`config.mk`:
```
export PLATFORM = sky130hd
export DESIGN_NAME = zstg_front
export DESIGN_NICKNAME = d
export VERILOG_FILES = /design/src/rtl/zstg_pkg.sv /design/src/rtl/zstg_front.sv
export SDC_FILE = /design/constraint.sdc
export NUM_CORES = 1
export LEC_CHECK = 0
export ABC_AREA = 1
export BUFFER_PORTS_ARGS = -buffer_cell sky130_fd_sc_hd__buf_2
export CAP_MARGIN = 40
export CORE_AREA = 2 2 73 75
export DETAILED_ROUTE_END_ITERATION = 8
export DIE_AREA = 0 0 75 77
export PLACE_DENSITY = 0.69
export SLEW_MARGIN = 20
export SYNTH_ARGS = -nofsm -noshare
export SYNTH_HDL_FRONTEND = slang
export SYNTH_SLANG_ARGS = --single-unit
```
`constraint.sdc`:
```
create_clock -name vclk -period 1
set_input_delay 0.15 -clock vclk [all_inputs]
set_output_delay 0.15 -clock vclk [all_outputs]
set_load 0.005 [all_outputs]
```
`src/rtl/zstg_pkg.sv`:
```
`timescale 1ns / 1ps

package zstg_pkg;

    // Default map store depth (words per chip)
    localparam int MAP_WORDS_DEF = 8192;

    // Queue depths
    localparam int CMD_DEPTH = 2;
    localparam int OUT_DEPTH = 4;

    // Input word kinds
    localparam logic KIND_MAP    = 1'b0;
    localparam logic KIND_SPRITE = 1'b1;

    // Attribute word fields
    localparam int ORIGIN_BITS = 9;
    localparam logic [15:0] ENABLE_MASK = 16'h0080;
    localparam logic [15:0] PRIO_MASK   = 16'h0010;

    // Zoom curve, indexed by the top nibble of the origin words
    localparam logic [5:0] ZOOM_CURVE [16] = '{
        6'd0, 6'd7, 6'd14, 6'd20, 6'd25, 6'd30, 6'd34, 6'd38,
        6'd42, 6'd46, 6'd49, 6'd52, 6'd54, 6'd57, 6'd59, 6'd61
    };

    // Command word passed from the front to the sequencer
    typedef struct packed {
        logic        kind;
        logic        chip;
        logic [12:0] map_addr;
        logic [15:0] map_data;
        logic [8:0]  org_x;
        logic [8:0]  org_y;
        logic [4:0]  zoom_x;
        logic [4:0]  zoom_y;
        logic [3:0]  colour;
        logic        behind;
        logic        flip_x;
        logic        flip_y;
        logic [2:0]  wsz;
        logic [2:0]  hsz;
        logic [1:0]  skip;
        logic [15:0] start_idx;
    } cmd_t;

    // Tile command word as it leaves the block
    typedef struct packed {
        logic [15:0] tile_code;
        logic        gfx_chip;
        logic [5:0]  colour;
        logic        flip_x;
        logic        flip_y;
        logic [9:0]  pos_x;
        logic [9:0]  pos_y;
        logic [4:0]  zoom_x;
        logic [4:0]  zoom_y;
        logic        behind;
        logic        last;
    } tile_t;

    // Tile step in pixels for one zoom index
    function automatic logic [4:0] zoom_step(logic [3:0] sel);
        logic [5:0] curve;
        curve = ZOOM_CURVE[sel];
        return 5'd16 - {2'b00, curve[5:3]};
    endfunction

    // Extra map words skipped at the end of each row
    function automatic logic [1:0] row_skip(logic [2:0] wsz);
        logic [1:0] s;
        unique case (wsz)
            3'd2:    s = 2'd1;
            3'd4:    s = 2'd3;
            3'd5:    s = 2'd2;
            3'd6:    s = 2'd1;
            default: s = 2'd0;
        endcase
        return s;
    endfunction

    // 9-bit wrapped screen position minus 16, as a 10-bit pattern
    function automatic logic [9:0] screen_pos(logic [8:0] origin, logic [4:0] step,
                                              logic [2:0] k);
        logic [7:0] prod;
        logic [8:0] p;
        prod = 8'(step) * 8'(k);
        p    = origin + {1'b0, prod} + 9'd16;
        return {1'b0, p} - 10'd16;
    endfunction

endpackage

```
`src/rtl/zstg_front.sv`:
```
`timescale 1ns / 1ps

module zstg_front (
    input  logic             push,
    output logic             full,
    input  logic             kind,
    input  logic             chip,
    input  logic [12:0]      map_addr,
    input  logic [15:0]      map_data,
    input  logic [15:0]      attr_word0,
    input  logic [15:0]      attr_word1,
    input  logic [15:0]      attr_word2,
    input  logic [15:0]      attr_word3,
    output logic             cmd_push,
    output zstg_pkg::cmd_t   cmd_word,
    input  logic             cmd_full
);

    logic enabled;

    // Drop sprites whose enable bit is clear; map writes always go through
    assign enabled  = (kind == zstg_pkg::KIND_MAP) ||
                      ((attr_word2 & zstg_pkg::ENABLE_MASK) != 16'h0000);
    assign full     = cmd_full;
    assign cmd_push = push && !cmd_full && enabled;

    // Decode the attribute words into a command word
    always_comb
    begin
        cmd_word.kind      = kind;
        cmd_word.chip      = chip;
        cmd_word.map_addr  = map_addr;
        cmd_word.map_data  = map_data;
        cmd_word.org_y     = attr_word0[zstg_pkg::ORIGIN_BITS-1:0];
        cmd_word.org_x     = attr_word1[zstg_pkg::ORIGIN_BITS-1:0];
        cmd_word.zoom_y    = zstg_pkg::zoom_step(attr_word0[15:12]);
        cmd_word.zoom_x    = zstg_pkg::zoom_step(attr_word1[15:12]);
        cmd_word.colour    = attr_word2[3:0];
        cmd_word.behind    = ((attr_word2 & zstg_pkg::PRIO_MASK) == 16'h0000);
        cmd_word.wsz       = attr_word2[10:8];
        cmd_word.flip_x    = attr_word2[11];
        cmd_word.hsz       = attr_word2[14:12];
        cmd_word.flip_y    = attr_word2[15];
        cmd_word.skip      = zstg_pkg::row_skip(attr_word2[10:8]);
        cmd_word.start_idx = attr_word3;
    end

endmodule

```
==> results.cfg <==
[hold_path]
min_path_cells = 0
min_from = attr_word3[2]
hp-class = in2out
hold_end = cmd_word[2]

[power_and_ir_drop]
clockPowerShare = 0
p_comb_frac = 1.000
power_density_nw_per_um2 = 491
p_sw_frac = 0.437
peakVddDrop_uv = 175
p_leak_nw = 0.445
p_int_mw = 0.248
power_frac_seq = 0
p_switching_mw = 0.193

[grt]
grt-ovfl-total = 0
grt_max_degree = 5
globalRouteTotalUtil = 0.0534
first_global_vias = 557
antenna_found_initial = 0
grt_pass1_wl_um = 2480

[yosys]
mappedNetlistArea_sq_um = 832
syn_nets = 229
synth.distinct_cells = 11
synth_area_per_cell_sq_um = 6.50
ys_seq_area_frac = 0
yosysWarnings = 0
syn_inst = 128

[final_layout]
seq_cells = 0
final_layout_size_suffix_gt1_frac = 0.806
utilization = 0.180
fillCellCount = 562
antennaDiodeCount = 0
multi_input_area_sq_um = 384
layout.cells.non_filler = 168
num-clock-buffers = 0
final_nets = 201
area_growth_pct = 7.97
regArea_sq_um = 0
final_area_sq_um = 898

[critical_path]
path_cells = buf_12 -> inv_8 -> nand2_8 -> a21oi_4 -> nor2_4 -> ha_4 -> ha_4 -> buf_6
slowest_stage = ha_4
cp-start-kind = input port
required_ns = 0.85
critPathMaxFanout = 3
crit_top_cell = ha_4
cpPeakStageDelay_ns = 0.25
crit_path_end_kind = primary output
crit_type = in2out
cp-startpoint = attr_word0[14]
crit_arrival_ns = 1.08

[floorplan]
dieHeight_um = 77
rows = 26
die_x_um = 75
io_pins = 189
dieArea_sq_um = 5780
initial_core_util = 0.167
core_sq_um = 4980

[sta]
tns_ns = -0.970
hold_viol_final = 0
worstMarginPinSlew_ns = 0.310
relSlewSlack = 0.793
max_freq_ghz = 0.813
slew_violations = 0
rsz0062_at_grt = yes
fin_crit_sh = 1.23
setup_viol = 7
fin_crit_ns = 1.23
worst_slack_ns = -0.231

[route]
dr.pass1.iters = 3
dr_total_vias = 586
detail-route-antenna-nets = 0
drc = 0
routedWlPerCell_um = 11.3
drt-initial-drc-count = 1
drt-total-wl_um = 1890
avgViaCountPerCell = 3.49

[place]
placed_cell_area_sq_um = 647
portBuffers = 35
dpl_worst_slack_ns = -0.316
place_inst = 164
gp_congestion = 0.613
dpl.hpwl_um = 1400

[job]
cap_viol_max_count = 0

[run_status]
outcome = finished, violations left
failed_checks = negative setup slack
## kinds of logic (layout without fill, tap and decap cells)
kind of cell    Yosys count  in the layout  synth area share
simple gates             28             28             0.144
compound gates            7              7            0.0421
buf+inv                  89             59             0.753
fa+ha+maj                 4              4            0.0602
## final cells by class
| cell class | count | area share |
|---|---|---|
| tap | 70 | 0.0975 |
| timing repair buffer | 48 | 0.404 |
| inverter | 11 | 0.0710 |
| multi-input combinational | 39 | 0.428 |
## repair_timing
item                       4_1_cts  5_1_grt
setup buffers                    5        0
pin swaps                       15        7
gates resized for setup         24       31
cloned                           0        0
setup endpoints to repair        6        7
hold buffers                     0        0
## worst max-delay path: cells and delay by family
kind	cells	cell delay, ns
compound gates	1	0.14
simple gates	2	0.12
fa+ha+maj	2	0.40
buf+inv	3	0.25
## routing by layer
layer  part of all wire  wire [um]  global-route usage
met5                  0          0                   0
met3               0.18        347              0.0210
met2               0.52        977               0.103
met1               0.19        369              0.0282
met4               0.11        199              0.0643
## worst max path at each step
stage | to | cells past startpoint
floorplan | cmd_word[33] | 7
global placement | cmd_word[38] | 9
detailed placement | cmd_word[38] | 9
CTS | cmd_word[38] | 9
global route | cmd_word[38] | 9
finish | cmd_word[33] | 8
## power by group through the flow
stage               combinational, mW  sequential, mW  clock, mW
detailed placement              0.278               0          0
global route                    0.486               0          0
floorplan                       0.379               0          0
finish                          0.441               0          0
CTS                             0.355               0          0
global placement                0.272               0          0
## per-stage QoR
stage	hold slack (ns)	total power [mW]
2_1_floorplan	0.327	0.379
3_3_place_gp	0.300	0.272
3_5_place_dp	0.300	0.278
4_1_cts	0.300	0.355
5_1_grt	0.300	0.486
6_report	0.300	0.441
## cell usage after synthesis
master | count | area, sq um
buf_4 | 78 | 586
nand2_1 | 12 | 45.0
nor2_1 | 8 | 30.0
inv_1 | 7 | 26.3
a21oi_1 | 4 | 20.0
ha_1 | 4 | 50.1
inv_2 | 4 | 15.0
nand2_2 | 4 | 25.0
nand3_1 | 4 | 20.0
o21ai_1 | 2 | 10.0
o21ai_0 | 1 | 5.00
## cell usage in the layout, fill, tap and decap left out
| cell | count |
|---|---|
| a21oi_1 | 2 |
| a21oi_2 | 1 |
| a21oi_4 | 1 |
| buf_12 | 2 |
| buf_2 | 21 |
| buf_4 | 17 |
| buf_6 | 8 |
| ha_2 | 1 |
| ha_4 | 3 |
| inv_1 | 4 |
| inv_2 | 3 |
| inv_4 | 1 |
| inv_6 | 1 |
| inv_8 | 2 |
| nand2_1 | 2 |
| nand2_2 | 2 |
| nand2_4 | 10 |
| nand2_8 | 2 |
| nand3_1 | 4 |
| nor2_1 | 5 |
| nor2_2 | 1 |
| nor2_4 | 2 |
| o21ai_0 | 1 |
| o21ai_1 | 1 |
| o21ai_2 | 1 |
No activity file was read; power rests on OpenSTA's default activity.
