$ cat config.mk
export PLATFORM = sky130hd
export DESIGN_NAME = zstg_fifo
export DESIGN_NICKNAME = d
export VERILOG_FILES = /design/src/rtl/zstg_pkg.sv /design/src/rtl/zstg_fifo.sv
export SDC_FILE = /design/constraint.sdc
export NUM_CORES = 1
export LEC_CHECK = 0
export ABC_AREA = 1
export BUFFER_PORTS_ARGS = -buffer_cell sky130_fd_sc_hd__buf_2
export CAP_MARGIN = 15
export CORE_UTILIZATION = 48
export CTS_CLUSTER_SIZE = 16
export DETAILED_ROUTE_END_ITERATION = 7
export PLACE_DENSITY_LB_ADDON = 0.2
export SLEW_MARGIN = 25
export SYNTH_ARGS = -nofsm -noshare
export SYNTH_HDL_FRONTEND = slang
export SYNTH_SLANG_ARGS = --single-unit
$ cat constraint.sdc
create_clock -name clk -period 10.9 [get_ports clk]
set_input_delay 1.09 -clock clk [delete_from_list [all_inputs] [get_ports clk]]
set_output_delay 1.09 -clock clk [all_outputs]
set_load 0.02 [all_outputs]
$ cat src/rtl/zstg_pkg.sv
`timescale 1ns / 1ps

package zstg_pkg;

    // Default map store depth (words per chip)
    localparam int MAP_WORDS_DEF = 8192;

    // Queue depths
    localparam int CMD_DEPTH = 2;
    localparam int OUT_DEPTH = 4;

    // Input word kinds
    localparam logic KIND_MAP    = 1'b0;
    localparam logic KIND_SPRITE = 1'b1;

    // Attribute word fields
    localparam int ORIGIN_BITS = 9;
    localparam logic [15:0] ENABLE_MASK = 16'h0080;
    localparam logic [15:0] PRIO_MASK   = 16'h0010;

    // Zoom curve, indexed by the top nibble of the origin words
    localparam logic [5:0] ZOOM_CURVE [16] = '{
        6'd0, 6'd7, 6'd14, 6'd20, 6'd25, 6'd30, 6'd34, 6'd38,
        6'd42, 6'd46, 6'd49, 6'd52, 6'd54, 6'd57, 6'd59, 6'd61
    };

    // Command word passed from the front to the sequencer
    typedef struct packed {
        logic        kind;
        logic        chip;
        logic [12:0] map_addr;
        logic [15:0] map_data;
        logic [8:0]  org_x;
        logic [8:0]  org_y;
        logic [4:0]  zoom_x;
        logic [4:0]  zoom_y;
        logic [3:0]  colour;
        logic        behind;
        logic        flip_x;
        logic        flip_y;
        logic [2:0]  wsz;
        logic [2:0]  hsz;
        logic [1:0]  skip;
        logic [15:0] start_idx;
    } cmd_t;

    // Tile command word as it leaves the block
    typedef struct packed {
        logic [15:0] tile_code;
        logic        gfx_chip;
        logic [5:0]  colour;
        logic        flip_x;
        logic        flip_y;
        logic [9:0]  pos_x;
        logic [9:0]  pos_y;
        logic [4:0]  zoom_x;
        logic [4:0]  zoom_y;
        logic        behind;
        logic        last;
    } tile_t;

    // Tile step in pixels for one zoom index
    function automatic logic [4:0] zoom_step(logic [3:0] sel);
        logic [5:0] curve;
        curve = ZOOM_CURVE[sel];
        return 5'd16 - {2'b00, curve[5:3]};
    endfunction

    // Extra map words skipped at the end of each row
    function automatic logic [1:0] row_skip(logic [2:0] wsz);
        logic [1:0] s;
        unique case (wsz)
            3'd2:    s = 2'd1;
            3'd4:    s = 2'd3;
            3'd5:    s = 2'd2;
            3'd6:    s = 2'd1;
            default: s = 2'd0;
        endcase
        return s;
    endfunction

    // 9-bit wrapped screen position minus 16, as a 10-bit pattern
    function automatic logic [9:0] screen_pos(logic [8:0] origin, logic [4:0] step,
                                              logic [2:0] k);
        logic [7:0] prod;
        logic [8:0] p;
        prod = 8'(step) * 8'(k);
        p    = origin + {1'b0, prod} + 9'd16;
        return {1'b0, p} - 10'd16;
    endfunction

endpackage

$ cat src/rtl/zstg_fifo.sv
`timescale 1ns / 1ps

module zstg_fifo #(
    parameter int DEPTH = zstg_pkg::CMD_DEPTH,
    parameter type item_t = zstg_pkg::cmd_t
) (
    input  logic                       clk,
    input  logic                       rst_n,
    input  logic                       push,
    input  item_t                      wdata,
    output logic                       full,
    input  logic                       pop,
    output item_t                      rdata,
    output logic                       empty,
    output logic [$clog2(DEPTH+1)-1:0] level
);

    localparam int PW = (DEPTH > 1) ? $clog2(DEPTH) : 1;
    localparam int CW = $clog2(DEPTH + 1);

    item_t          mem_reg [DEPTH];
    logic [PW-1:0]  wr_ptr_reg;
    logic [PW-1:0]  rd_ptr_reg;
    logic [CW-1:0]  level_reg;
    logic [PW-1:0]  wr_ptr_next;
    logic [PW-1:0]  rd_ptr_next;
    logic [CW-1:0]  level_next;
    logic           do_push;
    logic           do_pop;

    assign full    = (level_reg == CW'(DEPTH));
    assign empty   = (level_reg == '0);
    assign level   = level_reg;
    assign rdata   = mem_reg[rd_ptr_reg];
    assign do_push = push && !full;
    assign do_pop  = pop && !empty;

    // Advance pointers and fill level
    always_comb
    begin
        wr_ptr_next = wr_ptr_reg;
        rd_ptr_next = rd_ptr_reg;
        level_next  = level_reg;
        if (do_push)
        begin
            wr_ptr_next = (wr_ptr_reg == PW'(DEPTH - 1)) ? '0 : wr_ptr_reg + PW'(1);
        end
        if (do_pop)
        begin
            rd_ptr_next = (rd_ptr_reg == PW'(DEPTH - 1)) ? '0 : rd_ptr_reg + PW'(1);
        end
        if (do_push && !do_pop)
        begin
            level_next = level_reg + CW'(1);
        end
        else if (do_pop && !do_push)
        begin
            level_next = level_reg - CW'(1);
        end
    end

    always_ff @(posedge clk or negedge rst_n)
    begin
        if (!rst_n)
        begin
            wr_ptr_reg <= '0;
            rd_ptr_reg <= '0;
            level_reg  <= '0;
        end
        else
        begin
            wr_ptr_reg <= wr_ptr_next;
            rd_ptr_reg <= rd_ptr_next;
            level_reg  <= level_next;
        end
    end

    // Store the incoming word
    always_ff @(posedge clk)
    begin
        if (do_push)
        begin
            mem_reg[wr_ptr_reg] <= wdata;
        end
    end

endmodule

==> results.md <==
- Die Y-Extent: 121.5 um
- Layout Skew: 0.008326 ns
- Placed Instance Area: 0.007858 mm2
- Number of synthesized flops with an enable pin: 180
- Kind of critical path: flip-flop to output pin
- Floorplan die area: 0.01477 mm2
- Non-filler instance count after layout: 886
- Number of buffers added on ports: 187
- Fin util: 60.60%
- Number of antenna violations at the first check in global routing: 1
- Nets: 787
- CP max stage cell: sky130_fd_sc_hd__dfrtp_4
- Layout overhead on the synthesized area: 23.11%
- Fin worst setup slack: 6.791 ns
- Highest Clock Rate: 0.2434 GHz
- Hold crit path type: input pin to asynchronous set/reset pin
- Maximum level of the CTS H-tree: 4
- Total wire length after detailed routing: 13050 um
- Pin count of the biggest net entering global routing: 93
- Starting utilization of the core area: 49.22%
- Site row count: 43
- Cell breakdown of the critical path: inv_2, buf_4, nand2_1, nand2_1, buf_2
- Wire length of the first global-routing pass: 19570 um
- Critical path's largest stage delay: 0.83 ns
- Clock period minus final worst setup slack: 4.109 ns
- Flip-flop and latch count after synthesis: 184
- RSZ-0062 raised after global routing: false
- Outcome: finished clean
- Final-layout setup total negative slack: 0 ns
- Count of buffers added by post-CTS timing repair for setup: 0
- Cell leakage power: 3.663 nW
- Number of vias per cell after detailed routing: 4.747
- Critical path launch point type: flip-flop
- Critical path peak fanout: 92
- Most used DFF post-synth: sky130_fd_sc_hd__edfxtp_1
- Clock tree buffer depth: 2
- Number of endpoints with negative hold slack in the final report: 0
- Portion of the post-synthesis area used by sequential elements: 80.26%
- Count of hold buffers inserted by post-cts repair: 0
- Number of placed instances with taps included: 853
- Total power per unit cell area: 290.4 mW/mm2
- CP required: 9.81 ns
- Num CTS Buffers: 17
- Synthesized netlist net count: 596
- Total power after layout: 2.452 mW
- Count of yosys warnings during synthesis: 0
- Post-route DRC: 0
- Setup violations, final: 0
- RR Startpoint: level[1]$_DFFE_PN0P_
- FF-to-FF path depth: 6
- Core box area: 0.01393 mm2
- Mapped Cells: 501
- VDD IR max: 153.4 uV
- Clock Sinks: 184
- Maximum Capacitance Violations: 0
- Relative max-transition margin: 31.64%
- Detailed Place HPWL: 8203 um
- Pre-antenna DRT Iters: 4
- Number of nets with antenna violations after detailed routing: 0
- Width of the chip: 121.5 um
- Number of different library cells in the post-synthesis netlist: 15
- Last weighted congestion value of the routability-driven placer: 0.7306
- Overall global routing resource usage: 18.15%
- Share of the clock period used by the worst path: 37.70%
- Fin Hold WS: 0.4611 ns
- Initial DRC count: 319
- Worst R2R Setup Slack: 8.58 ns
- Number of top-level pins: 188
- Avg Cell Area, Syn: 13.69 um2
- Final instance area: 0.008444 mm2
- Pins over their slew limit: 0
- TritonCTS clock tree: done
- Cell repeated most along the worst path: sky130_fd_sc_hd__nand2_1
- Dpl ws: 7.215 ns
- Clock transition at the register clock pins on the worst setup and hold paths after CTS: 0.07 ns
- Worst reg2reg endpoint: mem_reg[0][33]$_DFFE_PP_
- Via count: 4206
- Number of global-route vias before repair: 3992
- Actual slew at the worst max-slew pin: 1.025 ns
- Source-to-sink clock delay at the later pin of the worst-skew pair: 0.42 ns
- Detailed-route wire length per cell: 14.73 um
- Number of gates resized after cts: 0
- Data arrival time at the worst-slack endpoint: 3.02 ns
- Ys async rst share: 2.174%
- Share of cells above drive strength 1: 32.20%
- Total congestion overflow: 0
- Netlist area before placement: 0.006859 mm2
- Cell chosen for the clock root: sky130_fd_sc_hd__clkbuf_16
- Endpoint class of the critical path: output pin
- Flip-flop count of the largest register, all copies and words added: 180
-- cell usage in the layout, fill, tap and decap left out, types with 3 or more instances in the layout --
cell type                    count
sky130_fd_sc_hd__nand2_1       279
sky130_fd_sc_hd__buf_2         187
sky130_fd_sc_hd__edfxtp_1      180
sky130_fd_sc_hd__clkbuf_16      17
sky130_fd_sc_hd__inv_1           6
sky130_fd_sc_hd__clkinv_2        6
sky130_fd_sc_hd__buf_4           4
sky130_fd_sc_hd__bufinv_16       3
sky130_fd_sc_hd__clkinvlp_4      3
sky130_fd_sc_hd__dfrtp_1         3
-- layout make-up --
class,instances,area [um2]
repair buffers,191,965.9
well taps,180,225.2
inverters,8,32.53
flip-flops and latches,184,5509
clock inverters,15,158.9
multi-input cells,290,1125
diodes,1,2.502
clock buffers,17,425.4
fillers,1102,5490
-- cells by family (layout without fill, tap and decap cells) --
kind of cell	after synthesis	in the layout	share of synthesized area [%]
buffers and inverters	27	231	3.448
and+or+nand+nor	286	286	15.83
AOI/OAI and AO/OA	2	2	0.1459
xor gates and xnor gates	1	1	0.1277
DFF	184	184	80.26
other	0	1	0
adders and majority gates	1	1	0.1824
-- how the worst max path moves through the flow --
| stage | cells past startpoint | from | to |
|---|---|---|---|
| detailed placement | 5 | rd_ptr_reg$_DFFE_PN0P_ | rdata[44] |
| CTS | 5 | rd_ptr_reg$_DFFE_PN0P_ | rdata[54] |
| floorplan | 2 | push | mem_reg[1][0]$_DFFE_PP_ |
| global placement | 5 | rd_ptr_reg$_DFFE_PN0P_ | rdata[44] |
| finish | 5 | rd_ptr_reg$_DFFE_PN0P_ | rdata[54] |
| global route | 5 | rd_ptr_reg$_DFFE_PN0P_ | rdata[54] |
-- cell usage after synthesis, types with 2 or more instances --
cell | instances | share of area, %
sky130_fd_sc_hd__inv_1 | 7 | 0.38
sky130_fd_sc_hd__buf_6 | 17 | 2.8
sky130_fd_sc_hd__nor2_2 | 2 | 0.18
sky130_fd_sc_hd__nor2_1 | 2 | 0.11
sky130_fd_sc_hd__buf_4 | 2 | 0.22
sky130_fd_sc_hd__nand2_1 | 279 | 15
sky130_fd_sc_hd__edfxtp_1 | 180 | 79
sky130_fd_sc_hd__dfrtp_1 | 4 | 1.5
sky130_fd_sc_hd__o21ai_0 | 2 | 0.15
-- critical path: cells and delay by family (launching register included) --
kind / cells / cell delay [ns]
buf+inv: 3 / 1.43
flops: 1 / 0.83
simple gates: 2 / 0.25
-- layer usage --
| metal | track usage, % | routed length, um | vias up |
|---|---|---|---|
| li1 | - | - | 2071 |
| met1 | 21.07 | 5373 | 1989 |
| met2 | 30.43 | 6555 | 122 |
| met3 | 5.524 | 797 | 24 |
| met4 | 9.336 | 324 | 0 |
| met5 | 0 | 0 | - |
-- power by group --
part	switching, mW	internal, mW
Clock	0.245	0.357
Sequential	0.0916	0.965
Combinational	0.566	0.229
Power figures use the tool's default switching activity.
